### config.mk
export PLATFORM = sky130hd
export DESIGN_NAME = pst_ctrl
export DESIGN_NICKNAME = d
export VERILOG_FILES = /design/src/rtl/core/pst_pkg.sv /design/src/rtl/core/pst_ctrl.sv
export SDC_FILE = /design/constraint.sdc
export NUM_CORES = 1
export LEC_CHECK = 0
export BUFFER_PORTS_ARGS = -buffer_cell sky130_fd_sc_hd__buf_2
export CAP_MARGIN = 20
export CORE_AREA = 4 4 41 43
export CTS_CLUSTER_SIZE = 28
export DETAILED_ROUTE_END_ITERATION = 8
export DIE_AREA = 0 0 45 47
export GPL_TIMING_DRIVEN = 0
export PLACE_DENSITY_LB_ADDON = 0.2
export SKIP_LAST_GASP = 1
export SLEW_MARGIN = 10
export SYNTH_ARGS = -nofsm -noshare
export SYNTH_HDL_FRONTEND = slang
export SYNTH_SLANG_ARGS = --single-unit
export TNS_END_PERCENT = 20
### constraint.sdc
create_clock -name i_clk -period 1.4 [get_ports i_clk]
set_clock_uncertainty 0.15 [all_clocks]
set_input_delay 0.28 -clock i_clk [delete_from_list [all_inputs] [get_ports i_clk]]
set_output_delay 0.28 -clock i_clk [all_outputs]
set_load 0.005 [all_outputs]
### src/rtl/core/pst_pkg.sv
package pst_pkg;

    // Fixed field widths
    localparam int SIDE_W   = 9;
    localparam int QUERY_W  = 16;

    // Side length limits
    localparam int SIDE_MIN     = 2;
    localparam int MAX_SIDE_DEF = 256;
    localparam logic [SIDE_W-1:0] SIDE_RESET = SIDE_W'(256);

    // Commands from the controller to the datapath
    typedef struct packed {
        logic cfg_wr;     // latch a new side length
        logic fill_init;  // clear the sweep address
        logic fill_step;  // write one entry of the initial fill
        logic base_init;  // start the sieve at base two
        logic base_read;  // read the flag of the current base, square it
        logic base_next;  // advance to the next base
        logic mark_init;  // first multiple is base squared
        logic mark_step;  // clear one multiple, step by base
        logic query_rd;   // request accepted: read its flag
    } t_cmd;

    // Status from the datapath to the controller
    typedef struct packed {
        logic fill_last;   // sweep is at the last entry
        logic base_done;   // base squared reaches the table size
        logic base_prime;  // flag of the current base
        logic mark_last;   // next multiple falls outside the table
    } t_sts;

endpackage

### src/rtl/core/pst_ctrl.sv
module pst_ctrl import pst_pkg::*; (
    input  logic i_clk,
    input  logic i_rst_n,
    input  logic i_in_valid,
    output logic o_in_ready,
    output logic o_out_valid,
    input  logic i_out_ready,
    input  logic i_cfg_valid,
    output logic o_cfg_ready,
    input  t_sts i_sts,
    output t_cmd o_cmd
);

    localparam logic [2:0] S_IDLE     = 3'd0;
    localparam logic [2:0] S_FILL     = 3'd1;
    localparam logic [2:0] S_BASE_RD  = 3'd2;
    localparam logic [2:0] S_BASE_CHK = 3'd3;
    localparam logic [2:0] S_MARK     = 3'd4;

    logic [2:0] r_state;
    logic [2:0] n_state;
    logic       r_built;
    logic       n_built;
    logic       r_out_valid;
    logic       n_out_valid;
    logic       in_ready;
    logic       cfg_ready;
    logic       accept;

    // Serve requests once the table is built; output register may drain same cycle
    assign in_ready    = (r_state == S_IDLE) && r_built && (!r_out_valid || i_out_ready);
    assign accept      = in_ready && i_in_valid;
    assign o_in_ready  = in_ready;
    assign o_out_valid = r_out_valid;
    // Side writes only between builds
    assign cfg_ready   = (r_state == S_IDLE);
    assign o_cfg_ready = cfg_ready;

    // Build sequencer
    always_comb begin
        n_state      = r_state;
        n_built      = r_built;
        o_cmd        = '0;
        o_cmd.cfg_wr = i_cfg_valid && cfg_ready;
        o_cmd.query_rd = accept;
        unique case (r_state)
            S_IDLE: begin
                if (i_cfg_valid) begin
                    n_built = 1'b0;
                end else if (!r_built && i_in_valid && !r_out_valid) begin
                    o_cmd.fill_init = 1'b1;
                    n_state         = S_FILL;
                end
            end
            S_FILL: begin
                o_cmd.fill_step = 1'b1;
                if (i_sts.fill_last) begin
                    o_cmd.base_init = 1'b1;
                    n_state         = S_BASE_RD;
                end
            end
            S_BASE_RD: begin
                o_cmd.base_read = 1'b1;
                n_state         = S_BASE_CHK;
            end
            S_BASE_CHK: begin
                if (i_sts.base_done) begin
                    n_built = 1'b1;
                    n_state = S_IDLE;
                end else if (i_sts.base_prime) begin
                    o_cmd.mark_init = 1'b1;
                    n_state         = S_MARK;
                end else begin
                    o_cmd.base_next = 1'b1;
                    n_state         = S_BASE_RD;
                end
            end
            S_MARK: begin
                o_cmd.mark_step = 1'b1;
                if (i_sts.mark_last) begin
                    o_cmd.base_next = 1'b1;
                    n_state         = S_BASE_RD;
                end
            end
            default: begin
                n_state = S_IDLE;
            end
        endcase
    end

    // Result valid flag
    always_comb begin
        n_out_valid = r_out_valid;
        if (accept) begin
            n_out_valid = 1'b1;
        end else if (i_out_ready) begin
            n_out_valid = 1'b0;
        end
    end

    always_ff @(posedge i_clk) begin
        if (!i_rst_n) begin
            r_state     <= S_IDLE;
            r_built     <= 1'b0;
            r_out_valid <= 1'b0;
        end else begin
            r_state     <= n_state;
            r_built     <= n_built;
            r_out_valid <= n_out_valid;
        end
    end

endmodule

==> impl_metrics.csv, run 1 <==
group,metric,value,unit
placed_design,port_buffers,20,
clock_network,h-tree-depth,1,
timing,fmax,583.4,MHz
worst_setup_path,crit_type,"register to output pin",
logic_synthesis,synth-seq-cells,5,
timing,drv_slew,0,
power,p_clk_share,39.8,%
timing,timing.slew.headroom,83.79,%
clock_network,clk_latency,240,ps
timing,worst_pin_slew,242.6,ps
logic_synthesis,async_flop_share,0,%
power,irDropWorstVdd,0.0003264,V
timing,finalHoldViolCount,0,
finish,n_antenna_cell,0,
global_routing,grt_pass1_wl,1704,um
clock_network,cts-buffers-inserted,3,
global_routing,antenna_found_initial,0,
worst_setup_path,worstPathRequired,970,ps
min_path,min_path_type,"primary input to register",
floorplan,core-area,0.001301,mm2
power,intPower,0.3125,mW
logic_synthesis,synth_top_cells_by_count,"dfxtp_1, o21ai_0, inv_1, and2_1, nand2_1",
floorplan,start_util,31.73,%
detailed_routing,drt-initial-drc-count,3,
power,swShare,26.93,%
timing,setup_ws,-314.0,ps
floorplan,rows,13,
logic_synthesis,netlist-cell-type-count,27,
logic_synthesis,yosysSeqAreaShare,24.24,%
worst_setup_path,cp-end-kind,"output pin",
clock_network,cts_tree,"built",
detailed_routing,drcViolationCount,0,
logic_synthesis,synthFlopType,"dfxtp_1",
power,p_leak,0.3010,nW
clock_network,path_clk_slew,50,ps
finish,area_growth,51.52,%
logic_synthesis,yosys_warnings,0,
run,cap_violations,0,
run_status,violations,"negative setup slack",
detailed_routing,wl_per_cell,11.83,um
detailed_routing,num_vias,431,
clock_network,root_buffer,"clkbuf_4",
floorplan,fp.dieArea,0.002115,mm2
clock_network,clockBufferDepth,2,
clock_network,cts_sinks,5,
power,seqPwrFrac,35.6,%
timing,post-route-min-period,1714,ps
finish,nets,88,
global_routing,grt_pass1_vias,435,
logic_synthesis,synth_area_leaders,"dfxtp_1, nor3b_2, nor4bb_4",
global_routing,track_usage,12.03,%
logic_synthesis,syn_area_per_cell,8.426,um2
timing,timing.final.crit_share,122.4,%
clock_network,cts_hold_buf,0,
power,power_switching,0.1152,mW
floorplan,die_w,45,um
worst_setup_path,crit_arrival,1280,ps
detailed_routing,routed_via_density,4.634,
finish,drive_gt1_share,51.28,%
floorplan,fp.dieH,47,um
floorplan,io-pin-count,21,
worst_setup_path,crit_fanout,4,
logic_synthesis,syn_nets,58,
placed_design,gp_congestion,0.7192,
logic_synthesis,syn_area,412.9,um2
run_status,status,"complete, but fails checks",
global_routing,overflow,0,
logic_synthesis,yosys.area.top_type,"dfxtp_1",
timing,rsz0062_at_grt,"true",
logic_synthesis,synth_top_area_share,24.24,%
detailed_routing,antenna_left,0,
placed_design,preCtsSetupSlack,-194.0,ps
global_routing,grt_max_degree,11,
power,power.density,683.7,mW/mm2
detailed_routing,drt_wl_total,1100,um
power,comb_power_share,24.7,%
logic_synthesis,syn_inst,49,
logic_synthesis,synth-edff-count,0,
power,power.total,0.4277,mW
worst_setup_path,start_kind,"register",
timing,setup_viol,11,
detailed_routing,firstDrtPassIters,3,
critical path, cell delays in order, from the launching register on:
cell and delay (ps):
dfxtp_2 310, buf_6 120, nor3_4 210, and3_1 190, and2_1 130, buf_6 90
through the flow:
stage | utilization, % | hold slack, ps | instances | setup TNS, ps | instance area [um2]
after global routing | 48.08 | 173.2 | 93 | -3601 | 625.6
after CTS | 47.31 | 151.5 | 93 | -2896 | 615.6
after detailed placement | 40.87 | 368.3 | 84 | -461.2 | 531.8
after global placement | 40.87 | 357.1 | 84 | -472.3 | 531.8
after floorplan | - | 247.5 | 49 | -65.65 | 412.9
final | 48.08 | 156.0 | 93 | -2740 | 625.6
repair_timing:
| action | 4_1_cts | 5_1_grt |
|---|---|---|
| pin swaps | 5 | 1 |
| buffers inserted | 6 | 0 |
| resized for setup | 7 | 2 |
| setup endpoints to repair | 11 | 11 |
power groups by stage:
stage,logic (mW),registers (mW),clock network [mW]
detailed placement,0.0906,0.154,0
floorplan,0.0533,0.153,0
CTS,0.102,0.152,0.174
global placement,0.0911,0.154,0
global route,0.117,0.152,0.181
finish,0.106,0.152,0.170
layout by cell type, fill, tap and decap left out:
cell type   n
clkbuf_1    1
buf_2      18
nor3b_4     1
and2_4      1
o21ai_1     1
buf_6       6
and2_1      3
o21a_1      1
nor3b_1     1
nor4bb_4    1
nor3_1      1
o21ai_0     4
nor2b_1     2
nand4b_1    1
o2111ai_1   1
inv_1       4
nor3_4      1
a31oi_1     1
a211o_1     1
nand3_1     2
buf_4       5
nand2b_1    2
and3b_1     1
dfxtp_1     2
nand2_1     3
a21oi_1     1
o211ai_1    1
nor3b_2     1
clkbuf_4    3
dfxtp_2     3
a21boi_0    1
and3_1      1
nor2_1      2
worst paths after layout:
path / startpoint / endpoint / slack [ps] / depth (start not counted)
hold reg to reg: o_out_valid / o_out_valid / 370 / 2
setup / recovery: r_state[1] / o_cmd[0] / -310 / 5
hold / removal: i_sts[3] / r_state[0] / 160 / 4
setup reg to reg: r_state[2] / r_state[1] / 90 / 5
per-layer routing:
metal	global-route usage, %	vias to the layer above	part of all wire, %
met1	11.42	193	42
li1	-	226	-
met3	2.299	2	3.0
met4	12.28	0	3.1
met5	0	-	0
met2	21.19	10	52
sequential cells by signal (all words and copies together), names as in the netlist:
name and count:
o_out_valid 1, r_state 3, r_built 1
final cells by class:
| type | instances | area (um2) |
|---|---|---|
| inverters | 4 | 15.01 |
| flip-flops and latches | 5 | 103.9 |
| multi-input cells | 36 | 266.5 |
| repair buffers | 26 | 161.4 |
| clock buffers | 4 | 26.28 |
| well taps | 15 | 18.77 |
| fillers | 149 | 675.6 |
| plain buffers | 3 | 33.78 |
cell families (layout without fill, tap and decap cells):
group | after synthesis | count (layout) | synth area share, %
flip-flops | 5 | 5 | 24.24
AO/OA/AOI/OAI | 12 | 12 | 18.49
buffers and inverters | 8 | 37 | 12.72
AND/OR/NAND/NOR | 24 | 24 | 44.55
No activity file was read; power rests on OpenSTA's default activity.
==> inputs of run 2 (changes only) <==
--- a/config.mk
+++ b/config.mk
@@ -7,10 +7,12 @@
 export LEC_CHECK = 0
 export BUFFER_PORTS_ARGS = -buffer_cell sky130_fd_sc_hd__buf_2
 export CAP_MARGIN = 20
-export CORE_AREA = 4 4 41 43
+export CELL_PAD_IN_SITES_DETAIL_PLACEMENT = 0
+export CELL_PAD_IN_SITES_GLOBAL_PLACEMENT = 1
+export CORE_MARGIN = 4
+export CORE_UTILIZATION = 29
 export CTS_CLUSTER_SIZE = 28
 export DETAILED_ROUTE_END_ITERATION = 8
-export DIE_AREA = 0 0 45 47
 export GPL_TIMING_DRIVEN = 0
 export PLACE_DENSITY_LB_ADDON = 0.2
 export SKIP_LAST_GASP = 1
==> run 2 against run 1 <==
Net effect:
- the run still ends with negative setup slack left
- sequential share of layout area decreased by 0.13 points
- first-iteration DRC count unchanged
- global-route usage decreased by 0.46 points
- clock power decreased by 6%
- maximum frequency increased by 0.29%
- sequential power about the same
- cell count unchanged
- cell area increased by 0.80%
- total power decreased by 2.1%
- largest cell class unchanged
- largest power group unchanged
==> impl_metrics.csv, run 2 (same netlist as run 1, synthesis figures left out) <==
group,metric,value,unit
worst_setup_path,crit_family,"simple AND/OR/NAND/NOR gates",
clock_network,cts-buffers-inserted,3,
timing,drv_slew,0,
finish,largest_reg_flops,3,
finish,final_common_cell,"buf_2",
clock_network,cts_sinks,5,
power,power.density,664.3,mW/mm2
global_routing,antenna_found_initial,0,
power,power.total,0.4189,mW
timing,finalHoldViolCount,0,
worst_setup_path,crit_top_cell,"buf_6",
placed_design,gp_congestion,0.6969,
detailed_routing,firstDrtPassIters,2,
run_status,status,"complete, but fails checks",
placed_design,preCtsSetupSlack,-219.2,ps
timing,post-route-min-period,1709,ps
floorplan,rows,13,
min_path,min_path_type,"primary input to register",
detailed_routing,antenna_left,0,
floorplan,core-area,0.001318,mm2
global_routing,grt_pass1_wl,1711,um
run_status,violations,"negative setup slack",
global_routing,grt_max_degree,11,
worst_setup_path,worstPathRequired,970,ps
power,p_clk_share,37.9,%
floorplan,io-pin-count,21,
power,swShare,25.28,%
timing,setup_ws,-309.0,ps
worst_setup_path,crit_fanout,3,
worst_setup_path,crit_chain,"buf_6 > nor3_4 > and3_4 > and2_4 > buf_6",
clock_network,root_buffer,"clkbuf_4",
finish,regMostFlops,"r_state",
power,p_leak,0.3005,nW
clock_network,path_clk_slew,40,ps
finish,nets,88,
detailed_routing,routed_via_density,4.720,
floorplan,die_w,45.74,um
finish,fill_cells,139,
clock_network,cts_tree,"built",
floorplan,fp.dieH,45.74,um
power,comb_power_share,25.7,%
timing,worst_pin_slew,276.0,ps
power,irDropWorstVdd,0.0001762,V
finish,drive_gt1_share,53.85,%
placed_design,port_buffers,20,
detailed_routing,wl_per_cell,11.43,um
timing,timing.final.crit_share,122.1,%
worst_setup_path,max_stage_delay,310,ps
power,intPower,0.3130,mW
worst_setup_path,cp-end-kind,"output pin",
worst_setup_path,start_kind,"register",
clock_network,h-tree-depth,1,
detailed_routing,num_vias,439,
global_routing,overflow,0,
timing,timing.slew.headroom,81.56,%
timing,rsz0062_at_grt,"true",
run,cap_violations,0,
global_routing,grt_pass1_vias,402,
finish,area_growth,52.73,%
timing,fmax,585.1,MHz
power,power_switching,0.1059,mW
clock_network,clk_latency,230,ps
floorplan,start_util,31.34,%
finish,final_cell_mix,"buf_2, buf_6, inv_1, o21ai_0, buf_4",
floorplan,fp.dieArea,0.002092,mm2
power,seqPwrFrac,36.4,%
worst_setup_path,crit_type,"register to output pin",
finish,n_antenna_cell,0,
worst_setup_path,slowest_stage,"dfxtp_2",
placed_design,place_hpwl,778.8,um
detailed_routing,drt_wl_total,1063,um
timing,setup_viol,11,
worst_setup_path,crit_buf_inv,2,
detailed_routing,drt-initial-drc-count,3,
worst_setup_path,crit_arrival,1280,ps
clock_network,clockBufferDepth,2,
detailed_routing,drcViolationCount,0,
global_routing,track_usage,11.57,%
finish,fin_util,47.86,%
[run 2: area by class of cell]
type                    instances  area [um2]  share of cell area [%]
multi-input cells              36       274.0                   43.45
repair buffers                 26       158.9                   25.20
flip-flops and latches          5       103.9                   16.47
plain buffers                   3       33.78                   5.357
clock buffers                   4       26.28                   4.167
well taps                      15       18.77                   2.976
inverters                       4       15.01                   2.381
[run 2: worst paths after layout]
check | startpoint | to | slack, ps | cells after the start
max | r_state[1] | o_cmd[0] | -310 | 5
min | i_rst_n | r_state[2] | 190 | 2
max reg2reg | r_state[1] | r_state[2] | 70 | 6
min reg2reg | o_out_valid | o_out_valid | 370 | 2
[run 2: per-stage QoR]
stage	hold WS [ps]	cell area, um2	setup TNS (ps)	instances
floorplan	247.5	412.9	-65.65	49
global placement	370.5	531.8	-502.2	84
detailed placement	361.0	531.8	-530.8	84
CTS	185.9	621.8	-2627	93
global route	188.9	630.6	-3351	93
finish	185.5	630.6	-2472	93
[run 2: layer usage]
metal / routed length, um / share of wire [%] / GRT usage (%) / vias to the layer above
met1: 530 / 50 / 16.35 / 195
met3: 69 / 6.5 / 2.372 / 0
met4: 0 / 0 / 6.818 / 0
li1: - / - / - / 230
met5: 0 / 0 / 0 / -
met2: 463 / 44 / 15.88 / 14
[run 2: power by group through the flow]
stage	combinational (mW)	sequential, mW	clock, mW
2_1_floorplan	0.0533	0.153	0
3_3_place_gp	0.0928	0.154	0
3_5_place_dp	0.0932	0.154	0
4_1_cts	0.107	0.152	0.166
5_1_grt	0.119	0.152	0.179
6_report	0.108	0.152	0.159
[run 2: what timing repair did]
action / in CTS / in global routing
hold buffers: 0 / 0
buffers inserted: 6 / 0
hold endpoints to repair: 0 / 0
pin swaps: 6 / 0
setup endpoints to repair: 11 / 11
resized for setup: 9 / 2
==> inputs of run 3 (changes only) <==
--- a/config.mk
+++ b/config.mk
@@ -5,15 +5,16 @@
 export SDC_FILE = /design/constraint.sdc
 export NUM_CORES = 1
 export LEC_CHECK = 0
+export ABC_AREA = 1
 export BUFFER_PORTS_ARGS = -buffer_cell sky130_fd_sc_hd__buf_2
 export CAP_MARGIN = 20
 export CELL_PAD_IN_SITES_DETAIL_PLACEMENT = 0
 export CELL_PAD_IN_SITES_GLOBAL_PLACEMENT = 1
 export CORE_MARGIN = 4
-export CORE_UTILIZATION = 29
+export CORE_UTILIZATION = 26
+export CTS_CLUSTER_DIAMETER = 100
 export CTS_CLUSTER_SIZE = 28
 export DETAILED_ROUTE_END_ITERATION = 8
-export GPL_TIMING_DRIVEN = 0
 export PLACE_DENSITY_LB_ADDON = 0.2
 export SKIP_LAST_GASP = 1
 export SLEW_MARGIN = 10
==> run 3 against run 2 <==
Net effect:
- the run still ends with negative setup slack left
- global-route usage decreased by 1.3 points
- synthesized cell count increased by 22%
- highest routed layer is now met4
- core utilization decreased by 4.6 points
- worst hold slack got worse by 100 ps
- total power increased by 14%
- critical path depth increased by 1
- largest cell class unchanged
- sequential power increased by 6%
- clock power increased by 5%
- first-iteration DRC count decreased by 33%
- via count increased by 2.1%
- critical endpoint unchanged
- worst setup slack improved by 140 ps
==> impl_metrics.csv, run 3 <==
group,metric,value,unit
global_routing,track_usage,10.31,%
clock_network,post_cts_buffers,0,
floorplan,rows,13,
power,irDropWorstVdd,0.0006010,V
clock_network,root_buffer,"clkbuf_4",
worst_setup_path,crit_type,"register to output pin",
timing,worst_pin_slew,248.3,ps
timing,post-route-min-period,1568,ps
logic_synthesis,syn_nets,69,
placed_design,gp_congestion,0.6942,
floorplan,io-pin-count,21,
timing,finalHoldViolCount,0,
floorplan,fp.dieH,46.38,um
min_path,min_path_type,"primary input to register",
logic_synthesis,yosys_warnings,0,
finish,stdcell_count,105,
finish,fill_cells,147,
clock_network,h-tree-depth,1,
global_routing,overflow,0,
placed_design,port_buffers,20,
logic_synthesis,syn_inst,60,
global_routing,antenna_found_initial,0,
timing,timing.slew.headroom,83.23,%
logic_synthesis,synthFlopType,"dfxtp_1",
power,swShare,31.61,%
timing,fmax,637.8,MHz
power,seqPwrFrac,33.8,%
clock_network,path_clk_slew,40,ps
clock_network,cts_tree,"built",
detailed_routing,drcViolationCount,0,
power,p_leak,0.3491,nW
finish,fin_util,43.28,%
placed_design,place_inst,101,
timing,rsz0062_at_grt,"true",
logic_synthesis,syn_area,382.9,um2
clock_network,clockBufferDepth,2,
power,p_clk_share,34.9,%
worst_setup_path,r2r_slack,180,ps
power,power_switching,0.1510,mW
run_status,status,"complete, but fails checks",
logic_synthesis,async_flop_share,0,%
floorplan,die_w,46.38,um
detailed_routing,wl_per_cell,8.429,um
power,power.density,817.6,mW/mm2
placed_design,place_area,546.8,um2
detailed_routing,drt_wl_total,885,um
worst_setup_path,crit_arrival,1140,ps
worst_setup_path,worstPathRequired,970,ps
logic_synthesis,synth-seq-cells,5,
detailed_routing,routed_via_density,4.267,
detailed_routing,drt-initial-drc-count,2,
global_routing,grt_pass1_vias,392,
logic_synthesis,synth-edff-count,0,
worst_setup_path,cp-end-kind,"output pin",
timing,timing.final.crit_share,112.0,%
min_path,hold_path_end,"o_out_valid",
global_routing,grt_pass1_wl,1552,um
logic_synthesis,syn_area_per_cell,6.381,um2
timing,holdWs,85.81,ps
logic_synthesis,yosys.area.top_type,"dfxtp_1",
worst_setup_path,r2r-start,"r_state[0]",
power,power.total,0.4777,mW
logic_synthesis,synth_top_cells_by_count,"inv_1, nand2_1, nor2_1, dfxtp_1",
power,intPower,0.3267,mW
global_routing,grt_max_degree,6,
placed_design,place_hpwl,788.4,um
detailed_routing,antenna_left,0,
logic_synthesis,yosysSeqAreaShare,26.14,%
detailed_routing,num_vias,448,
finish,fin_area,584.3,um2
finish,area_growth,52.61,%
finish,final_cell_mix,"buf_2, inv_1, nand2_1, buf_4, nor2_1",
logic_synthesis,synth_area_leaders,"dfxtp_1, inv_1, nand2_1",
clock_network,cts_sinks,5,
finish,drive_gt1_share,48.89,%
clock_network,clk_latency,240,ps
power,comb_power_share,31.3,%
logic_synthesis,netlist-cell-type-count,18,
worst_setup_path,timing.rr.end,"o_out_valid",
timing,drv_slew,0,
detailed_routing,firstDrtPassIters,4,
floorplan,start_util,28.36,%
finish,register_area,108.9,um2
floorplan,fp.dieArea,0.002151,mm2
finish,regMostFlops,"r_state",
timing,setup_viol,10,
min_path,hold_start,"i_rst_n",
finish,n_antenna_cell,0,
logic_synthesis,synth.most_common_cell,"inv_1",
timing,setup_ws,-167.9,ps
finish,multi_input_area,217.7,um2
floorplan,core-area,0.001350,mm2
finish,final_common_cell,"buf_2",
finish,nets,100,
worst_setup_path,r2r.worst_path.cells,8,
worst_setup_path,start_kind,"register",
run,cap_violations,0,
finish,largest_reg_flops,3,
logic_synthesis,synth_top_area_share,26.14,%
placed_design,preCtsSetupSlack,15.71,ps
timing,setup_tns,-1098,ps
run_status,violations,"negative setup slack",
clock_network,cts-buffers-inserted,3,
min_path,holdPathStages,3,
worst_setup_path,crit_fanout,4,
## run 3: logic make-up after synthesis
| logic type | synth area share [%] |
|---|---|
| AO/OA/AOI/OAI | 14.05 |
| flip-flops | 26.14 |
| AND/OR/NAND/NOR | 42.16 |
| buffers and inverters | 17.65 |
## run 3: worst max path at each step
stage / startpoint / to
6_report: r_state[0] / o_cmd[0]
5_1_grt: r_state[1] / o_cmd[0]
4_1_cts: r_state[0] / o_cmd[0]
3_5_place_dp: r_state[1] / o_cmd[3]
3_3_place_gp: r_state[2] / o_cmd[3]
2_1_floorplan: r_state[0] / o_cmd[0]
## run 3: final cells by class
| type | instances | area share [%] |
|---|---|---|
| Clock buffer | 4 | 4.497 |
| Inverter | 16 | 10.28 |
| Multi-Input combinational cell | 38 | 37.26 |
| Sequential cell | 5 | 18.63 |
| Tap cell | 15 | 3.212 |
| Timing Repair Buffer | 27 | 26.12 |
## run 3: timing repair
| action | CTS | global route |
|---|---|---|
| setup endpoints to repair | 11 | 11 |
| resized for setup | 4 | 2 |
| hold buffers | 0 | 0 |
| pin swaps | 0 | 2 |
## run 3: power groups by stage
| stage | clock, mW | combinational, mW | sequential, mW |
|---|---|---|---|
| 6_report | 0.167 | 0.150 | 0.161 |
| 5_1_grt | 0.195 | 0.173 | 0.162 |
| 4_1_cts | 0.173 | 0.152 | 0.163 |
| 3_5_place_dp | 0 | 0.152 | 0.165 |
| 3_3_place_gp | 0 | 0.151 | 0.165 |
| 2_1_floorplan | 0 | 0.0857 | 0.165 |
## run 3: worst max-delay path, cell delays in order (launching register included)
cell	delay, ps
dfxtp_2	340
nor2_4	130
nand2_4	70
nor3_4	130
nand2_2	70
inv_1	50
buf_2	100
## run 3: routing by layer
| layer | vias up | part of all wire [%] | global-route usage (%) |
|---|---|---|---|
| li1 | 247 | - | - |
| met1 | 187 | 45 | 13.49 |
| met2 | 12 | 45 | 14.01 |
| met3 | 2 | 9.7 | 4.688 |
| met4 | 0 | 1.0 | 5.114 |
| met5 | - | 0 | 0 |
